**config.mk**
```make
export PLATFORM = sky130hd
export DESIGN_NAME = rie_alu
export DESIGN_NICKNAME = d
export VERILOG_FILES = /design/src/rie_pkg.sv /design/src/rie_alu.sv
export SDC_FILE = /design/constraint.sdc
export NUM_CORES = 1
export LEC_CHECK = 0
export BUFFER_PORTS_ARGS = -buffer_cell sky130_fd_sc_hd__buf_4
export CORE_MARGIN = 2
export CORE_UTILIZATION = 65
export DETAILED_ROUTE_END_ITERATION = 8
export GPL_ROUTABILITY_DRIVEN = 1
export GPL_TIMING_DRIVEN = 1
export MAX_ROUTING_LAYER = met4
export PLACE_DENSITY = 0.91
export SETUP_SLACK_MARGIN = 0.4
export SLEW_MARGIN = 20
export SYNTH_ARGS = -nofsm -noshare
export SYNTH_HDL_FRONTEND = slang
export SYNTH_SLANG_ARGS = --single-unit
export TNS_END_PERCENT = 100
```
**constraint.sdc**
```tcl
create_clock -name vclk -period 6.9
set_clock_uncertainty 0.15 [all_clocks]
set_input_delay 0 -clock vclk [all_inputs]
set_output_delay 0 -clock vclk [all_outputs]
set_load 0.02 [all_outputs]
```
**src/rie_pkg.sv**
```systemverilog
package rie_pkg;

    typedef enum logic [5:0] {
        OP_TRAP, OP_NOP, OP_RTI, OP_ADDI, OP_SUBI, OP_XORI, OP_ANDNI, OP_ROLI,
        OP_SLLI, OP_RORI, OP_SRLI, OP_ST, OP_LD, OP_STU, OP_BTR, OP_ADD,
        OP_SUB, OP_XOR, OP_ANDN, OP_ROL, OP_SLL, OP_ROR, OP_SRL, OP_SEQ,
        OP_SLT, OP_SLE, OP_SCO, OP_BEQZ, OP_BNEZ, OP_BLTZ, OP_BGEZ, OP_LBI,
        OP_SLBI, OP_J, OP_JR, OP_JAL, OP_JALR
    } op_t;

    localparam logic [1:0] MEM_NONE  = 2'd0;
    localparam logic [1:0] MEM_LOAD  = 2'd1;
    localparam logic [1:0] MEM_STORE = 2'd2;

    localparam logic [2:0]  LINK_REG  = 3'd7;
    localparam logic [15:0] TRAP_PC   = 16'h0002;
    localparam logic [15:0] PC_STEP   = 16'h0002;

    typedef struct packed {
        logic [5:0]  cmd;
        logic [2:0]  src_index;
        logic [2:0]  second_index;
        logic [2:0]  dest_index;
        logic [4:0]  imm_five;
        logic [7:0]  imm_eight;
        logic [10:0] displacement;
    } instr_t;

    typedef struct packed {
        logic        wb_valid;
        logic [2:0]  wb_index;
        logic [15:0] wb_value;
        logic [1:0]  mem_kind;
        logic [15:0] mem_address;
        logic [15:0] mem_data;
        logic [15:0] next_pc;
        logic        trapped;
    } result_t;

endpackage

```
**src/rie_alu.sv**
```systemverilog
module rie_alu
    import rie_pkg::*;
(
    input  instr_t      instr,
    input  logic [15:0] a,
    input  logic [15:0] b,
    input  logic [15:0] d,
    input  logic [15:0] pc,
    input  logic [15:0] epc,
    output result_t     res
);

    logic [15:0] pc2;
    logic [15:0] imm5_s;
    logic [15:0] imm5_z;
    logic [15:0] imm8_s;
    logic [15:0] disp_s;
    logic [15:0] addr;
    logic [3:0]  sh_i;
    logic [3:0]  sh_b;
    logic [31:0] rl_i;
    logic [31:0] rl_b;
    logic [31:0] rr_i;
    logic [31:0] rr_b;
    logic [16:0] sum_ab;
    logic [15:0] rev;
    op_t         op;

    always_comb
    begin
        pc2    = pc + PC_STEP;
        imm5_s = {{11{instr.imm_five[4]}}, instr.imm_five};
        imm5_z = {11'd0, instr.imm_five};
        imm8_s = {{8{instr.imm_eight[7]}}, instr.imm_eight};
        disp_s = {{5{instr.displacement[10]}}, instr.displacement};
        addr   = a + imm5_s;
        sh_i   = instr.imm_five[3:0];
        sh_b   = b[3:0];
        rl_i   = {a, a} << sh_i;
        rl_b   = {a, a} << sh_b;
        rr_i   = {a, a} >> sh_i;
        rr_b   = {a, a} >> sh_b;
        sum_ab = {1'b0, a} + {1'b0, b};
        rev    = {<<{a}};
        op     = op_t'(instr.cmd);

        res = '0;
        res.next_pc = pc2;
        case (op)
            OP_NOP: ;
            OP_RTI: res.next_pc = epc;
            OP_ADDI: begin res.wb_value = addr; end
            OP_SUBI: res.wb_value = imm5_s - a;
            OP_XORI: res.wb_value = a ^ imm5_z;
            OP_ANDNI: res.wb_value = a & ~imm5_z;
            OP_ROLI: res.wb_value = rl_i[31:16];
            OP_SLLI: res.wb_value = a << sh_i;
            OP_RORI: res.wb_value = rr_i[15:0];
            OP_SRLI: res.wb_value = a >> sh_i;
            OP_ST:
            begin
                res.mem_kind    = MEM_STORE;
                res.mem_address = addr;
                res.mem_data    = d;
                res.wb_value    = d;
            end
            OP_LD:
            begin
                res.mem_kind    = MEM_LOAD;
                res.mem_address = addr;
            end
            OP_STU:
            begin
                res.mem_kind    = MEM_STORE;
                res.mem_address = addr;
                res.mem_data    = d;
                res.wb_value    = addr;
            end
            OP_BTR: res.wb_value = rev;
            OP_ADD: res.wb_value = sum_ab[15:0];
            OP_SUB: res.wb_value = b - a;
            OP_XOR: res.wb_value = a ^ b;
            OP_ANDN: res.wb_value = a & ~b;
            OP_ROL: res.wb_value = rl_b[31:16];
            OP_SLL: res.wb_value = a << sh_b;
            OP_ROR: res.wb_value = rr_b[15:0];
            OP_SRL: res.wb_value = a >> sh_b;
            OP_SEQ: res.wb_value = {15'd0, a == b};
            OP_SLT: res.wb_value = {15'd0, $signed(a) < $signed(b)};
            OP_SLE: res.wb_value = {15'd0, $signed(a) <= $signed(b)};
            OP_SCO: res.wb_value = {15'd0, sum_ab[16]};
            OP_BEQZ: if (a == 16'd0) res.next_pc = pc2 + imm8_s;
            OP_BNEZ: if (a != 16'd0) res.next_pc = pc2 + imm8_s;
            OP_BLTZ: if (a[15]) res.next_pc = pc2 + imm8_s;
            OP_BGEZ: if (!a[15]) res.next_pc = pc2 + imm8_s;
            OP_LBI: res.wb_value = imm8_s;
            OP_SLBI: res.wb_value = {a[7:0], instr.imm_eight};
            OP_J: res.next_pc = pc2 + disp_s;
            OP_JR: res.next_pc = a + imm8_s;
            OP_JAL:
            begin
                res.wb_value = pc2;
                res.next_pc  = pc2 + disp_s;
            end
            OP_JALR:
            begin
                res.wb_value = pc2;
                res.next_pc  = a + imm8_s;
            end
            default:
            begin
                res.trapped = 1'b1;
                res.next_pc = TRAP_PC;
            end
        endcase

        // Write-back target follows the operation class.
        case (op)
            OP_ADDI, OP_SUBI, OP_XORI, OP_ANDNI, OP_ROLI, OP_SLLI, OP_RORI, OP_SRLI,
            OP_LD, OP_BTR, OP_ADD, OP_SUB, OP_XOR, OP_ANDN, OP_ROL, OP_SLL, OP_ROR,
            OP_SRL, OP_SEQ, OP_SLT, OP_SLE, OP_SCO:
            begin
                res.wb_valid = 1'b1;
                res.wb_index = instr.dest_index;
            end
            OP_STU, OP_LBI, OP_SLBI:
            begin
                res.wb_valid = 1'b1;
                res.wb_index = instr.src_index;
            end
            OP_JAL, OP_JALR:
            begin
                res.wb_valid = 1'b1;
                res.wb_index = LINK_REG;
            end
            default: ;
        endcase
    end

endmodule

```
==> flow_summary.toml <==
[synthesis]
netlist_area_mm2 = 0.0107
syn_area_per_cell_um2 = 6.98
yosysTopAreaCell = "ha_1"
yosysUniqueCellTypes = 81
ys_seq_area_share_pct = 0
synth_top_area_share_pct = 13.4
syn_inst = 1527
synthTopCellsByArea = "ha_1 13%, mux2i_1 13%, a21oi_1 5.1%, xnor2_1 5.0%, nor2_1 4.4%"
syn_nets = 1766
yosys_warnings = 0

[timing]
clock.fmax_mhz = 220
rsz0062_at_grt = "no"
slew_headroom_pct = 20.3
setup_viol = 0
post-route-period-util_pct = 65.9
period_needed_ps = 4550
fin_tns_setup_ps = 0
finalHoldViolations = 0
report.final.slew_viol_count = 0
tightestPinTransition_ps = 1180

[hold_path]
min_from = "instr[30]"
hold_path.class = "in2out"
hold_depth = 3
hold_path_end = "res[67]"

[layout]
seqCellArea_um2 = 0
areaGrowthSynthToFinish_pct = 14.4
drive_gt1_share_pct = 17.0
fillers = 1243
seq_cell_count = 0
final_nets = 1885
n_clock_buffer = 0

[die]
core-area_mm2 = 0.0159
die_area_mm2 = 0.0174
die_h_um = 132
rows = 46
start_util_pct = 66.8
ioPinCount = 190
die_w_um = 132

[route]
wl_per_cell_um = 25.6
drtAntennaViolNets = 0
vias = 14200
dr.pass1.iters = 9
drt_iter0_drc = 2554
drc = 5
via_per_inst = 7.61
wirelength_um = 47700

[clock_tree]
holdBufCountCts = 0
cts_resized = 0
postCtsSetupBuffers = 0

[setup_path]
crit_path_start = "instr[35]"
cp_slowest_stage_delay_ps = 640
cp.arrival_ps = 4400
worst-setup-path-type = "in2out"
critPathSlowestCell = "or4b_4"
path_cells = "buf_4, or4b_4, nor2_1, buf_4, nor2_1, a21oi_1, ha_1, inv_1, fa_1, a211oi_1, o21bai_1, a21oi_1, o21ba_2, o2111ai_1, o211ai_1, xnor2_1, a21oi_1, nand3_1, buf_4"
worst_ep_required_time_ps = 6750
endpoint_kind = "output port"
path_max_fanout = 29
cp-start-kind = "primary input"

[placed_design]
gp_congestion = 1.15
portBuffers = 187
hpwlAfterDp_um = 36700

[outcome]
status = "complete, but fails checks"
violations = "DRC"

[global_route]
grt_pass1_vias = 13200
grt_max_degree = 32
antenna_found_initial = 1
grt_overflow_total = 0
grt_pass1_wl_um = 72400
grt_usage_pct = 53.4

[run]
maxCapViolCount = 0
[layer usage]
metal	global-route usage [%]	part of all wire [%]	vias to the layer above
li1	-	-	6029
met1	61.7	34	6399
met2	77.7	41	1286
met3	16.3	15	446
met4	39.1	9.5	0
met5	-	0	-
[cell usage in the layout, fill, tap and decap left out, drive strengths merged, types with 28 or more instances in the layout]
cell	n
nor3	44
mux2i	147
nor2	126
nand3	60
nand2	119
xnor2	61
a22oi	28
buf	212
a21o	38
ha	114
a21oi	108
o21ai	69
inv	79
xor2	28
[cell usage after synthesis, drive strengths merged (21+ instances only)]
cell and number:
mux2i 147, nor2 126, nand2 119, ha 114, a21oi 108, inv 79
clkbuf 70, o21ai 69, xnor2 61, nand3 60, nor3 44, a21o 38
a22oi 28, xor2 28, buf 25, nor2b 25, o22ai 25, a221oi 23
and2 23, nand4 23, a211oi 22, nand2b 21
[per-stage QoR]
step,setup WS [ps],hold WS [ps],utilization (%),cell area (um2),std cells
after detailed placement,2570,176,76.3,12200,1860
after floorplan,2900,32.7,-,10700,1527
after global placement,2600,173,76.3,12200,1860
final,2350,175,76.5,12200,1861
after CTS,2550,176,76.3,12200,1860
after global routing,2160,186,76.5,12200,1861
[cell families after synthesis]
group	synth area share (%)
compound gates	29.7
fa+ha+maj	14.5
xor+xnor	7.32
simple gates	23.8
buf+inv	6.55
mux	18.2
[how the worst max path moves through the flow]
stage / to / depth (start not counted)
final: res[63] / 19
after global routing: res[63] / 19
after CTS: res[63] / 19
after detailed placement: res[63] / 19
after global placement: res[63] / 19
after floorplan: res[65] / 19
[critical path: cells and delay by family]
family / cells / cell delay (ps)
compound gates: 8 / 1870
xor+xnor: 1 / 100
fa+ha+maj: 2 / 640
buf+inv: 4 / 750
simple gates: 4 / 1010
[cell type report]
class | instances | area, um2 | area share, %
Tap cell | 216 | 270 | 2.22
Multi-Input combinational cell | 1353 | 10000 | 82.3
Timing Repair Buffer | 212 | 1590 | 13.1
Inverter | 79 | 297 | 2.43
Antenna cell | 1 | 2.50 | 0.0205
